==> src/rtl/mppt_pkg.sv <==
// ----------------------------------------------------------------------------
// mppt_pkg
// Shared widths, codes, word types and the clamp helper function of the adaptive
// perturb-and-observe tracker.
// ----------------------------------------------------------------------------
package mppt_pkg;

  localparam int VOLT_W     = 17;
  localparam int AMP_W      = 16;
  localparam int WATT_W     = 20;
  localparam int STEP_W     = 16;
  localparam int TIME_W     = 32;
  localparam int CFG_IDX_W  = 3;
  localparam int CFG_DATA_W = 20;
  localparam int VAL_W      = 25;
  localparam int DIV_NUM_W  = 26;
  localparam int DIV_DEN_W  = 17;

  // |dP*1000/dV|/20 folds into |dP|*50/|dV| with a single truncation.
  localparam logic [6:0]       SLOPE_MUL       = 7'd50;
  localparam logic [AMP_W-1:0] DESCENT_AMP_MIN = 16'd200;
  localparam logic [VAL_W-1:0] PI_KP           = 25'd20;

  localparam logic [VOLT_W-1:0] MIN_REF_RST    = 17'd5000;
  localparam logic [VOLT_W-1:0] ABS_MAX_RST    = 17'd60000;
  localparam logic [VOLT_W-1:0] VOC_MARGIN_RST = 17'd3000;
  localparam logic [STEP_W-1:0] STEP_MIN_RST   = 16'd50;
  localparam logic [STEP_W-1:0] STEP_MAX_RST   = 16'd1000;
  localparam logic [STEP_W-1:0] V_NOISE_RST    = 16'd20;
  localparam logic [WATT_W-1:0] P_NOISE_RST    = 20'd100;

  localparam logic [CFG_IDX_W-1:0] CFG_VOC_PRESET = 3'd0;
  localparam logic [CFG_IDX_W-1:0] CFG_MIN_REF    = 3'd1;
  localparam logic [CFG_IDX_W-1:0] CFG_ABS_MAX    = 3'd2;
  localparam logic [CFG_IDX_W-1:0] CFG_VOC_MARGIN = 3'd3;
  localparam logic [CFG_IDX_W-1:0] CFG_STEP_MIN   = 3'd4;
  localparam logic [CFG_IDX_W-1:0] CFG_STEP_MAX   = 3'd5;
  localparam logic [CFG_IDX_W-1:0] CFG_V_NOISE    = 3'd6;
  localparam logic [CFG_IDX_W-1:0] CFG_P_NOISE    = 3'd7;

  typedef enum logic [1:0] {
    MODE_DISABLED = 2'd0,
    MODE_DESCENT  = 2'd1,
    MODE_TRACKING = 2'd2,
    MODE_LIMITED  = 2'd3
  } mode_t;

  typedef struct packed {
    logic [VOLT_W-1:0] pv_volt;
    logic [AMP_W-1:0]  pv_amp;
    logic [WATT_W-1:0] pv_watt;
    logic              sample_ok;
    logic [WATT_W-1:0] power_allow;
    logic              ext_limited;
    logic [TIME_W-1:0] time_ms;
    logic              restart;
  } in_word_t;

  typedef struct packed {
    logic [WATT_W-1:0] power_request;
    logic [VOLT_W-1:0] ref_volt;
    logic              out_valid;
    logic [1:0]        track_mode;
  } out_word_t;

  // Clamp with the lower bound tested first.
  function automatic logic [WATT_W-1:0] clamp_val(input logic signed [VAL_W-1:0] v,
                                                  input logic [WATT_W-1:0] lo,
                                                  input logic [WATT_W-1:0] hi);
    logic [WATT_W-1:0] res;
    if (v < $signed({5'b0, lo})) begin
      res = lo;
    end else if (v > $signed({5'b0, hi})) begin
      res = hi;
    end else begin
      res = v[WATT_W-1:0];
    end
    return res;
  endfunction

endpackage

==> src/rtl/mppt_stream_if.sv <==
// ----------------------------------------------------------------------------
// mppt_stream_if
// Valid/ready channel carrying one word of a given type.
// ----------------------------------------------------------------------------
interface mppt_stream_if #(parameter type word_t = logic);
  logic  valid;
  logic  ready;
  word_t data;

  modport source (output valid, output data, input ready);
  modport sink   (input valid, input data, output ready);
endinterface

==> src/rtl/mppt_adaptive_po_with_voltage_pi.sv <==
// ----------------------------------------------------------------------------
// mppt_adaptive_po_with_voltage_pi
// Adaptive perturb-and-observe maximum power point tracker with a voltage
// PI loop producing a power request, run by a small sequencer around a
// serial divider.
// ----------------------------------------------------------------------------
//
//  Channel | Direction | Word                                   | Handshake
//  --------+-----------+----------------------------------------+-----------
//  in_ch   | sink      | sample, allowance, limit, time, restart | valid/ready
//  out_ch  | source    | power request, reference, valid, mode   | valid/ready
//  cfg_*   | sink      | register index and data                 | write enable
//
// An accepted word passes through the states START, ENTRY, SEARCH, PI and
// DONE, where its result is loaded into the output register; leaving disabled
// mode adds ENTRY2, a move adds MOVE, a due PI step adds PI2, and a rejected
// sample goes from START straight to DONE. A tracking step that needs the
// slope division also waits in DIV until the serial divider is done.
// The input is ready only while the sequencer is idle. The output register
// holds a finished word until it is taken, and a new input word may be
// accepted meanwhile. Reset is synchronous; it restores the state and
// configuration registers to their defaults, but not the word registers.
module mppt_adaptive_po_with_voltage_pi #(
  parameter int SEARCH_PERIOD_MS = 100,
  parameter int PI_PERIOD_MS     = 10
) (
  input  logic                            clk,
  input  logic                            rst_n,
  input  logic                            cfg_we,
  input  logic [mppt_pkg::CFG_IDX_W-1:0]  cfg_idx,
  input  logic [mppt_pkg::CFG_DATA_W-1:0] cfg_data,
  mppt_stream_if.sink                     in_ch,
  mppt_stream_if.source                   out_ch
);

  typedef enum logic [3:0] {
    S_IDLE, S_START, S_ENTRY, S_ENTRY2, S_SEARCH, S_DIV, S_MOVE, S_PI, S_PI2, S_DONE
  } state_t;

  localparam int VW = mppt_pkg::VOLT_W;
  localparam int WW = mppt_pkg::WATT_W;
  localparam int SW = mppt_pkg::STEP_W;
  localparam int TW = mppt_pkg::TIME_W;
  localparam int XW = mppt_pkg::VAL_W;

  // Configuration registers.
  logic [VW-1:0] voc_preset_r, min_ref_r, abs_max_r, voc_margin_r;
  logic [SW-1:0] step_min_r, step_max_r, v_noise_r;
  logic [WW-1:0] p_noise_r;

  // Tracker state.
  state_t               state_r, state_nxt;
  mppt_pkg::mode_t      mode_r, mode_nxt;
  logic [VW-1:0]        ref_r, ref_nxt, learned_r, learned_nxt, prev_volt_r, prev_volt_nxt;
  logic [WW-1:0]        prev_watt_r, prev_watt_nxt, integ_r, integ_nxt;
  logic                 prev_ok_r, prev_ok_nxt;
  logic [TW-1:0]        last_search_r, last_search_nxt, last_pi_r, last_pi_nxt;
  logic                 out_v_r, out_v_nxt;

  // Working registers of the word in flight.
  mppt_pkg::in_word_t   x_r;
  mppt_pkg::out_word_t  out_r, out_nxt;
  logic [SW-1:0]        step_r, step_nxt;
  logic                 up_r, up_nxt;
  logic                 ok_r, ok_nxt;
  logic [WW-1:0]        req_r, req_nxt;

  // Divider hookup.
  logic                           div_start, div_done;
  logic [mppt_pkg::DIV_NUM_W-1:0] div_num, div_quot;
  logic [mppt_pkg::DIV_DEN_W-1:0] div_den;

  // Combinational helpers.
  logic [VW-1:0]        ceil_mv, voc_sel;
  logic signed [VW:0]   dv_s;
  logic signed [WW:0]   dp_s;
  logic [VW-1:0]        dv_abs;
  logic [WW-1:0]        dp_abs;
  logic [mppt_pkg::DIV_NUM_W:0] step_sum;
  logic signed [XW-1:0] err, prop, cand, outp, outp2, allow_s, move_val;
  logic                 frozen;

  mppt_div u_div (
    .clk   (clk),
    .rst_n (rst_n),
    .start (div_start),
    .num   (div_num),
    .den   (div_den),
    .done  (div_done),
    .quot  (div_quot)
  );

  assign in_ch.ready  = (state_r == S_IDLE);
  assign out_ch.valid = out_v_r;
  assign out_ch.data  = out_r;

  // The search ceiling follows the learned open-circuit voltage less the margin
  // when that leaves room below the absolute maximum.
  always_comb begin
    if (learned_r > voc_margin_r && (learned_r - voc_margin_r) < abs_max_r) begin
      ceil_mv = learned_r - voc_margin_r;
    end else begin
      ceil_mv = abs_max_r;
    end
  end

  always_comb begin
    if (learned_r != '0) begin
      voc_sel = learned_r;
    end else if (voc_preset_r != '0) begin
      voc_sel = voc_preset_r;
    end else begin
      voc_sel = x_r.pv_volt;
    end
  end

  // Deltas against the previous sample, as magnitudes for the noise bands.
  assign dv_s   = $signed({1'b0, x_r.pv_volt}) - $signed({1'b0, prev_volt_r});
  assign dp_s   = $signed({1'b0, x_r.pv_watt}) - $signed({1'b0, prev_watt_r});
  assign dv_abs = dv_s[VW] ? VW'(-dv_s) : dv_s[VW-1:0];
  assign dp_abs = dp_s[WW] ? WW'(-dp_s) : dp_s[WW-1:0];

  assign div_num  = mppt_pkg::DIV_NUM_W'(dp_abs * mppt_pkg::SLOPE_MUL);
  assign div_den  = dv_abs;
  assign step_sum = {11'b0, step_min_r} + {1'b0, div_quot};

  // PI terms: error on panel voltage against the reference.
  assign err     = $signed({8'b0, x_r.pv_volt}) - $signed({8'b0, ref_r});
  assign prop    = XW'(err * $signed(mppt_pkg::PI_KP));
  assign cand    = $signed({5'b0, integ_r}) + err;
  assign outp    = prop + cand;
  assign outp2   = prop + $signed({5'b0, integ_r});
  assign allow_s = $signed({5'b0, x_r.power_allow});
  assign frozen  = (outp >= allow_s && err > 0) || (outp <= 0 && err < 0);
  assign move_val = up_r ? ($signed({8'b0, ref_r}) + $signed({9'b0, step_r}))
                         : ($signed({8'b0, ref_r}) - $signed({9'b0, step_r}));

  always_comb begin
    state_nxt       = state_r;
    mode_nxt        = mode_r;
    ref_nxt         = ref_r;
    learned_nxt     = learned_r;
    prev_volt_nxt   = prev_volt_r;
    prev_watt_nxt   = prev_watt_r;
    prev_ok_nxt     = prev_ok_r;
    integ_nxt       = integ_r;
    last_search_nxt = last_search_r;
    last_pi_nxt     = last_pi_r;
    out_v_nxt       = out_v_r;
    out_nxt         = out_r;
    step_nxt        = step_r;
    up_nxt          = up_r;
    ok_nxt          = ok_r;
    req_nxt         = req_r;
    div_start       = 1'b0;

    if (out_v_r && out_ch.ready) begin
      out_v_nxt = 1'b0;
    end

    unique case (state_r)
      S_IDLE: begin
        if (in_ch.valid) begin
          state_nxt = S_START;
        end
      end

      // A restart clears everything but the learned open-circuit voltage,
      // and does so even for a rejected sample.
      S_START: begin
        if (x_r.restart) begin
          mode_nxt        = mppt_pkg::MODE_DISABLED;
          ref_nxt         = min_ref_r;
          prev_volt_nxt   = '0;
          prev_watt_nxt   = '0;
          prev_ok_nxt     = 1'b0;
          integ_nxt       = '0;
          last_search_nxt = '0;
          last_pi_nxt     = '0;
        end
        if (!x_r.sample_ok || x_r.power_allow == '0) begin
          ok_nxt    = 1'b0;
          state_nxt = S_DONE;
        end else begin
          ok_nxt    = 1'b1;
          state_nxt = S_ENTRY;
        end
      end

      S_ENTRY: begin
        if (mode_r == mppt_pkg::MODE_DISABLED) begin
          learned_nxt     = voc_sel;
          mode_nxt        = mppt_pkg::MODE_DESCENT;
          prev_ok_nxt     = 1'b0;
          integ_nxt       = '0;
          last_search_nxt = x_r.time_ms;
          last_pi_nxt     = x_r.time_ms;
          state_nxt       = S_ENTRY2;
        end else begin
          state_nxt = S_SEARCH;
        end
      end

      // Start just below the open-circuit voltage, now that it is learned.
      S_ENTRY2: begin
        ref_nxt   = VW'(mppt_pkg::clamp_val(
                      $signed({8'b0, learned_r}) - $signed({8'b0, voc_margin_r}),
                      {3'b0, min_ref_r}, {3'b0, ceil_mv}));
        state_nxt = S_SEARCH;
      end

      S_SEARCH: begin
        state_nxt = S_PI;
        if ((x_r.time_ms - last_search_r) >= TW'(SEARCH_PERIOD_MS)) begin
          last_search_nxt = x_r.time_ms;
          prev_volt_nxt   = x_r.pv_volt;
          prev_watt_nxt   = x_r.pv_watt;
          if (x_r.ext_limited) begin
            mode_nxt    = mppt_pkg::MODE_LIMITED;
            prev_ok_nxt = 1'b1;
          end else if (mode_r == mppt_pkg::MODE_DESCENT) begin
            prev_ok_nxt = 1'b1;
            if (x_r.pv_amp > mppt_pkg::DESCENT_AMP_MIN && x_r.pv_watt > p_noise_r) begin
              mode_nxt = mppt_pkg::MODE_TRACKING;
            end
            ref_nxt = VW'(mppt_pkg::clamp_val(
                        $signed({8'b0, ref_r}) - $signed({9'b0, step_max_r}),
                        {3'b0, min_ref_r}, {3'b0, ceil_mv}));
          end else if (!prev_ok_r) begin
            prev_ok_nxt = 1'b1;
          end else if (dv_abs >= {1'b0, v_noise_r} && dp_abs >= p_noise_r) begin
            up_nxt = (dp_s > 0 && dv_s > 0) || (dp_s < 0 && dv_s < 0);
            if (dv_s == 0) begin
              step_nxt  = step_min_r;
              state_nxt = S_MOVE;
            end else begin
              div_start = 1'b1;
              state_nxt = S_DIV;
            end
          end
        end
      end

      S_DIV: begin
        if (div_done) begin
          step_nxt  = (step_sum > {11'b0, step_max_r}) ? step_max_r : step_sum[SW-1:0];
          state_nxt = S_MOVE;
        end
      end

      S_MOVE: begin
        mode_nxt  = mppt_pkg::MODE_TRACKING;
        ref_nxt   = VW'(mppt_pkg::clamp_val(move_val, {3'b0, min_ref_r}, {3'b0, ceil_mv}));
        state_nxt = S_PI;
      end

      // Conditional integration: the integrator holds while the output is
      // pinned against a limit and the error pushes further into it.
      S_PI: begin
        if ((x_r.time_ms - last_pi_r) >= TW'(PI_PERIOD_MS)) begin
          last_pi_nxt = x_r.time_ms;
          integ_nxt   = mppt_pkg::clamp_val(frozen ? $signed({5'b0, integ_r}) : cand,
                                            '0, x_r.power_allow);
          state_nxt   = S_PI2;
        end else begin
          req_nxt   = (integ_r > x_r.power_allow) ? x_r.power_allow : integ_r;
          state_nxt = S_DONE;
        end
      end

      S_PI2: begin
        req_nxt   = mppt_pkg::clamp_val(outp2, '0, x_r.power_allow);
        state_nxt = S_DONE;
      end

      S_DONE: begin
        if (!out_v_r || out_ch.ready) begin
          out_v_nxt             = 1'b1;
          out_nxt.power_request = ok_r ? req_r : '0;
          out_nxt.ref_volt      = ok_r ? ref_r : '0;
          out_nxt.out_valid     = ok_r;
          out_nxt.track_mode    = ok_r ? mode_r : mppt_pkg::MODE_DISABLED;
          state_nxt             = S_IDLE;
        end
      end

      default: state_nxt = S_IDLE;
    endcase
  end

  always_ff @(posedge clk) begin
    if (!rst_n) begin
      state_r       <= S_IDLE;
      mode_r        <= mppt_pkg::MODE_DISABLED;
      ref_r         <= mppt_pkg::MIN_REF_RST;
      learned_r     <= '0;
      prev_volt_r   <= '0;
      prev_watt_r   <= '0;
      prev_ok_r     <= 1'b0;
      integ_r       <= '0;
      last_search_r <= '0;
      last_pi_r     <= '0;
      out_v_r       <= 1'b0;
      voc_preset_r  <= '0;
      min_ref_r     <= mppt_pkg::MIN_REF_RST;
      abs_max_r     <= mppt_pkg::ABS_MAX_RST;
      voc_margin_r  <= mppt_pkg::VOC_MARGIN_RST;
      step_min_r    <= mppt_pkg::STEP_MIN_RST;
      step_max_r    <= mppt_pkg::STEP_MAX_RST;
      v_noise_r     <= mppt_pkg::V_NOISE_RST;
      p_noise_r     <= mppt_pkg::P_NOISE_RST;
    end else begin
      state_r       <= state_nxt;
      mode_r        <= mode_nxt;
      ref_r         <= ref_nxt;
      learned_r     <= learned_nxt;
      prev_volt_r   <= prev_volt_nxt;
      prev_watt_r   <= prev_watt_nxt;
      prev_ok_r     <= prev_ok_nxt;
      integ_r       <= integ_nxt;
      last_search_r <= last_search_nxt;
      last_pi_r     <= last_pi_nxt;
      out_v_r       <= out_v_nxt;
      if (cfg_we) begin
        unique case (cfg_idx)
          mppt_pkg::CFG_VOC_PRESET: voc_preset_r <= cfg_data[VW-1:0];
          mppt_pkg::CFG_MIN_REF:    min_ref_r    <= cfg_data[VW-1:0];
          mppt_pkg::CFG_ABS_MAX:    abs_max_r    <= cfg_data[VW-1:0];
          mppt_pkg::CFG_VOC_MARGIN: voc_margin_r <= cfg_data[VW-1:0];
          mppt_pkg::CFG_STEP_MIN:   step_min_r   <= cfg_data[SW-1:0];
          mppt_pkg::CFG_STEP_MAX:   step_max_r   <= cfg_data[SW-1:0];
          mppt_pkg::CFG_V_NOISE:    v_noise_r    <= cfg_data[SW-1:0];
          mppt_pkg::CFG_P_NOISE:    p_noise_r    <= cfg_data[WW-1:0];
          default: ;
        endcase
      end
    end
  end

  // Word registers carry no reset.
  always_ff @(posedge clk) begin
    if (state_r == S_IDLE && in_ch.valid) begin
      x_r <= in_ch.data;
    end
    out_r  <= out_nxt;
    step_r <= step_nxt;
    up_r   <= up_nxt;
    ok_r   <= ok_nxt;
    req_r  <= req_nxt;
  end

endmodule

==> src/rtl/mppt_div.sv <==
// ----------------------------------------------------------------------------
// mppt_div
// Restoring unsigned divider, one quotient bit per cycle.
// ----------------------------------------------------------------------------
module mppt_div (
  input  logic                           clk,
  input  logic                           rst_n,
  input  logic                           start,
  input  logic [mppt_pkg::DIV_NUM_W-1:0] num,
  input  logic [mppt_pkg::DIV_DEN_W-1:0] den,
  output logic                           done,
  output logic [mppt_pkg::DIV_NUM_W-1:0] quot
);

  localparam int CNT_W = $clog2(mppt_pkg::DIV_NUM_W);

  logic                           busy_r, done_r;
  logic [CNT_W-1:0]               cnt_r;
  logic [mppt_pkg::DIV_DEN_W:0]   rem_r;
  logic [mppt_pkg::DIV_NUM_W-1:0] quot_r;
  logic [mppt_pkg::DIV_DEN_W-1:0] den_r;
  logic [mppt_pkg::DIV_DEN_W:0]   shifted;
  logic                           fits;

  assign shifted = {rem_r[mppt_pkg::DIV_DEN_W-1:0], quot_r[mppt_pkg::DIV_NUM_W-1]};
  assign fits    = shifted >= {1'b0, den_r};

  always_ff @(posedge clk) begin
    if (!rst_n) begin
      busy_r <= 1'b0;
      done_r <= 1'b0;
      cnt_r  <= '0;
    end else begin
      done_r <= 1'b0;
      if (start) begin
        busy_r <= 1'b1;
        cnt_r  <= CNT_W'(mppt_pkg::DIV_NUM_W - 1);
      end else if (busy_r) begin
        if (cnt_r == '0) begin
          busy_r <= 1'b0;
          done_r <= 1'b1;
        end else begin
          cnt_r <= cnt_r - 1'b1;
        end
      end
    end
  end

  always_ff @(posedge clk) begin
    if (start) begin
      rem_r  <= '0;
      quot_r <= num;
      den_r  <= den;
    end else if (busy_r) begin
      rem_r  <= fits ? (shifted - {1'b0, den_r}) : shifted;
      quot_r <= {quot_r[mppt_pkg::DIV_NUM_W-2:0], fits};
    end
  end

  assign done = done_r;
  assign quot = quot_r;

endmodule

==> src/flat_wrapper.sv <==
// flat-port wrapper written by rule: the top's interface ports become plain ports
module mppt_adaptive_po_with_voltage_pi_flat 
#(
  parameter int SEARCH_PERIOD_MS = 100,
  parameter int PI_PERIOD_MS     = 10
)
  (clk, rst_n, cfg_we, cfg_idx, cfg_data, in_ch_valid, in_ch_data, in_ch_ready, out_ch_valid, out_ch_data, out_ch_ready);
  mppt_stream_if #(.word_t(mppt_pkg::in_word_t)) in_ch_i ();
  mppt_stream_if #(.word_t(mppt_pkg::out_word_t)) out_ch_i ();
  input  logic clk;
  input  logic rst_n;
  input  logic cfg_we;
  input  logic [mppt_pkg::CFG_IDX_W-1:0] cfg_idx;
  input  logic [mppt_pkg::CFG_DATA_W-1:0] cfg_data;
  input wire logic [$bits(in_ch_i.valid)-1:0] in_ch_valid;
  input wire logic [$bits(in_ch_i.data)-1:0] in_ch_data;
  output wire logic [$bits(in_ch_i.ready)-1:0] in_ch_ready;
  output wire logic [$bits(out_ch_i.valid)-1:0] out_ch_valid;
  output wire logic [$bits(out_ch_i.data)-1:0] out_ch_data;
  input wire logic [$bits(out_ch_i.ready)-1:0] out_ch_ready;
  assign in_ch_i.valid = in_ch_valid;
  assign in_ch_i.data = in_ch_data;
  assign in_ch_ready = in_ch_i.ready;
  assign out_ch_valid = out_ch_i.valid;
  assign out_ch_data = out_ch_i.data;
  assign out_ch_i.ready = out_ch_ready;
  mppt_adaptive_po_with_voltage_pi #(.SEARCH_PERIOD_MS(SEARCH_PERIOD_MS), .PI_PERIOD_MS(PI_PERIOD_MS)) u_core (.clk(clk), .rst_n(rst_n), .cfg_we(cfg_we), .cfg_idx(cfg_idx), .cfg_data(cfg_data), .in_ch(in_ch_i), .out_ch(out_ch_i));
endmodule
==> config.mk <==
export PLATFORM = sky130hd
export DESIGN_NAME = mppt_adaptive_po_with_voltage_pi_flat
export DESIGN_NICKNAME = d
export VERILOG_FILES = /design/src/rtl/mppt_pkg.sv /design/src/rtl/mppt_stream_if.sv /design/src/rtl/mppt_adaptive_po_with_voltage_pi.sv /design/src/rtl/mppt_div.sv /design/src/flat_wrapper.sv
export SDC_FILE = /design/constraint.sdc
export NUM_CORES = 2
export LEC_CHECK = 0
export ABC_AREA = 1
export BUFFER_PORTS_ARGS = -buffer_cell sky130_fd_sc_hd__buf_2
export CAP_MARGIN = 20
export CORE_UTILIZATION = 30
export DETAILED_ROUTE_END_ITERATION = 10
export HOLD_SLACK_MARGIN = 0.08
export PLACE_DENSITY = 0.48
export SLEW_MARGIN = 15
export SYNTH_ARGS = -nofsm -noshare
export SYNTH_HDL_FRONTEND = slang
export SYNTH_HIERARCHICAL = 1
export SYNTH_SLANG_ARGS = --single-unit
==> constraint.sdc <==
create_clock -name clk -period 14.8 [get_ports clk]
set_clock_uncertainty 0.05 [all_clocks]
set_input_delay 1.48 -clock clk [delete_from_list [all_inputs] [get_ports clk]]
set_output_delay 1.48 -clock clk [all_outputs]
set_load 0.1 [all_outputs]
==> results_dict.tcl <==
set metrics [dict create \
    final_core_util_pct 33.6 \
    slew_headroom_pct 34.0 \
    drc 0 \
    fillCellCount 18200 \
    worst-endpoint-required_ns 15.27 \
    routed_via_density 4.99 \
    synth.avg_cell_area_um2 6.89 \
    htree_levels 3 \
    io_buffer_count 177 \
    syn_nets 8116 \
    dpl.hpwl_mm 151 \
    hold-path-cell-count 2 \
    fp.dieH_um 412 \
    maxSlewViolCount 0 \
    critPathKind "reg2reg" \
    critPathCaptureType "flip-flop" \
    grt_pass1_wl_mm 283 \
    seq_area_frac_synth_pct 26.5 \
    die_w_um 412 \
    core_region_area_um2 167000 \
    dr.first_iter.drc_count 3311 \
    wl_per_cell_um 19.4 \
    cts_tree "done" \
    post-route-period-util_pct 75.7 \
    worst_slack_ns 3.59 \
    syn_to_final_growth_pct 11.5 \
    worstPathMaxFanout 23 \
    synthArstFlopShare_pct 0 \
    antenna_found_initial 14 \
    nets 8242 \
    postRouteWirelength_mm 188 \
    violations "antenna violations" \
    ys_top_cells_by_area "ha_1, nand2_1, edfxtp_1" \
    cts.hold.buffers_added 0 \
    row_count 150 \
    startpoint_type "flip-flop" \
    tightest_slew_ns 0.988 \
    syn-cell-area_um2 50400 \
    path_clk_slew_ns 0.06 \
    io_pins 178 \
    status "finished with violations" \
    die_area_um2 170000 \
    cts_root_buf "clkbuf_16" \
    crit_path_top_delay_cell "nand2_1" \
    ys_seq_elements 552 \
    cts_inserted_buffers 74 \
    yosys_warnings 6 \
    hold_viol 0 \
    cts_sinks 552 \
    cts_resized 0 \
    grt_max_degree 80 \
    dpl_worst_slack_ns 3.80 \
    start_util_pct 30.2 \
    vias 48500 \
    setup_viol 0 \
    synth_top_area_share_pct 15.8 \
    drive_above_1_share_pct 6.42 \
    ys_types 71 \
    synthCells 7312 \
    clock.fmax_mhz 89.2 \
    drtPass1Iterations 6 \
    cap_viol_max_count 0 \
    crit_path_max_incr_delay_ns 0.87 \
    holdCritPathClass "reg2reg" \
    rr_worst_depth 57 \
    grt_pass1_vias 46900 \
    grtUsageTotal_pct 21.8 \
    setup_tns_ns 0 \
    drtAntennaViolNets 1 \
    yosysTopAreaCell "ha_1" \
    cpMostUsedCell "nand2_1" \
    ys.flop_type "dfxtp_1" \
    gp_congestion 0.982 \
    grt-ovfl-total 0 \
    cts_setup_buffers 0 \
    clk_latency_ns 0.68 \
    grt_setup_unrepaired "no" \
    synth-edff-count 229 \
    cp.arrival_ns 11.68 \
    cts_max_path_buffers 3 \
    fin_crit_ns 11.21 \
]
-- sequential cells by signal (all words and copies together), names as in the netlist, 20 cells and up --
signal and count:
u_core/x_r 88, u_core/allow_s 20, u_core/last_pi_r 32, u_core/u_div/quot 26, u_core/last_search_r 32, u_core/req_r 20, u_core/out_ch.data 40, u_core/p_noise_r 20
u_core/prev_watt_r 20, u_core/integ_r 20
-- synth_stat cells, drive strengths merged, types with 84 or more instances --
library cell	n
a21oi	712
nand4	118
ha	638
xor2	173
dfxtp	323
clkbuf	112
nand3	457
nor2	474
nand2	1890
edfxtp	229
nor3	84
o21ai	400
inv	1140
-- per-layer routing --
metal	track usage (%)	vias to the layer above	part of all wire (%)	routed length [um]
li1	-	24500	-	-
met1	28.4	22600	45	85700
met2	37.0	1171	47	87600
met3	2.87	256	5.1	9530
met4	6.56	8	2.9	5430
met5	0	-	0.024	46
-- area by class of cell --
type | instances | area (um^2) | area share [%]
timing repair buffer | 233 | 1350 | 2.40
clock inverter | 38 | 452 | 0.804
antenna | 8 | 20.0 | 0.0356
multi-input combinational | 5434 | 31900 | 56.7
tap | 2204 | 2760 | 4.91
clock buffer | 98 | 2090 | 3.72
sequential | 552 | 13300 | 23.7
inverter | 1143 | 4300 | 7.65
-- cell usage in the layout (no fill, tap or decap), types with 173 or more instances in the layout --
cell	count
nand2_1	1866
inv_1	1123
a21oi_1	696
ha_1	638
nor2_1	460
nand3_1	442
o21ai_0	344
dfxtp_1	323
edfxtp_1	229
buf_2	176
xor2_1	173
-- metrics by stage --
step / area [um^2] / std cells / hold WS [ns]
after detailed placement: 53600 / 9563 / 0.405
after floorplan: 50400 / 7312 / 0.385
final: 56200 / 9710 / 0.411
after global routing: 56200 / 9702 / 0.427
after CTS: 56100 / 9699 / 0.414
after global placement: 53600 / 9561 / 0.400
-- logic make-up (layout without fill, tap and decap cells) --
group | after synthesis | after routing | share of synthesized area [%]
muxes | 1 | 1 | 0.0199
and+or+nand+nor | 3170 | 3170 | 27.0
other | 1 | 9 | 0.00744
DFF | 552 | 552 | 26.5
buffers and inverters | 1326 | 1512 | 10.3
AOI/OAI and AO/OA | 1362 | 1362 | 15.1
adders and majority gates | 668 | 668 | 17.0
xor gates and xnor gates | 232 | 232 | 4.03
-- critical path, delay by kind of cell, from the launching register on --
family | cells | cell delay (ns)
AOI/OAI and AO/OA | 7 | 1.20
buffers and inverters | 4 | 0.37
DFF | 1 | 0.73
adders and majority gates | 5 | 1.58
and+or+nand+nor | 40 | 6.53
xor gates and xnor gates | 1 | 0.54
-- worst paths after layout --
kind / from / slack (ns) / endpoint
min reg2reg: u_core/last_search_r[17] / 0.41 / u_core/last_search_r[17]
max: u_core/ref_r[1] / 3.59 / u_core/integ_r[14]
max reg2reg: u_core/ref_r[1] / 3.59 / u_core/integ_r[14]
min: u_core/last_search_r[17] / 0.41 / u_core/last_search_r[17]
Power is not shown: default switching activity piles up to over one toggle a cycle in this logic, so the estimate is an artifact.
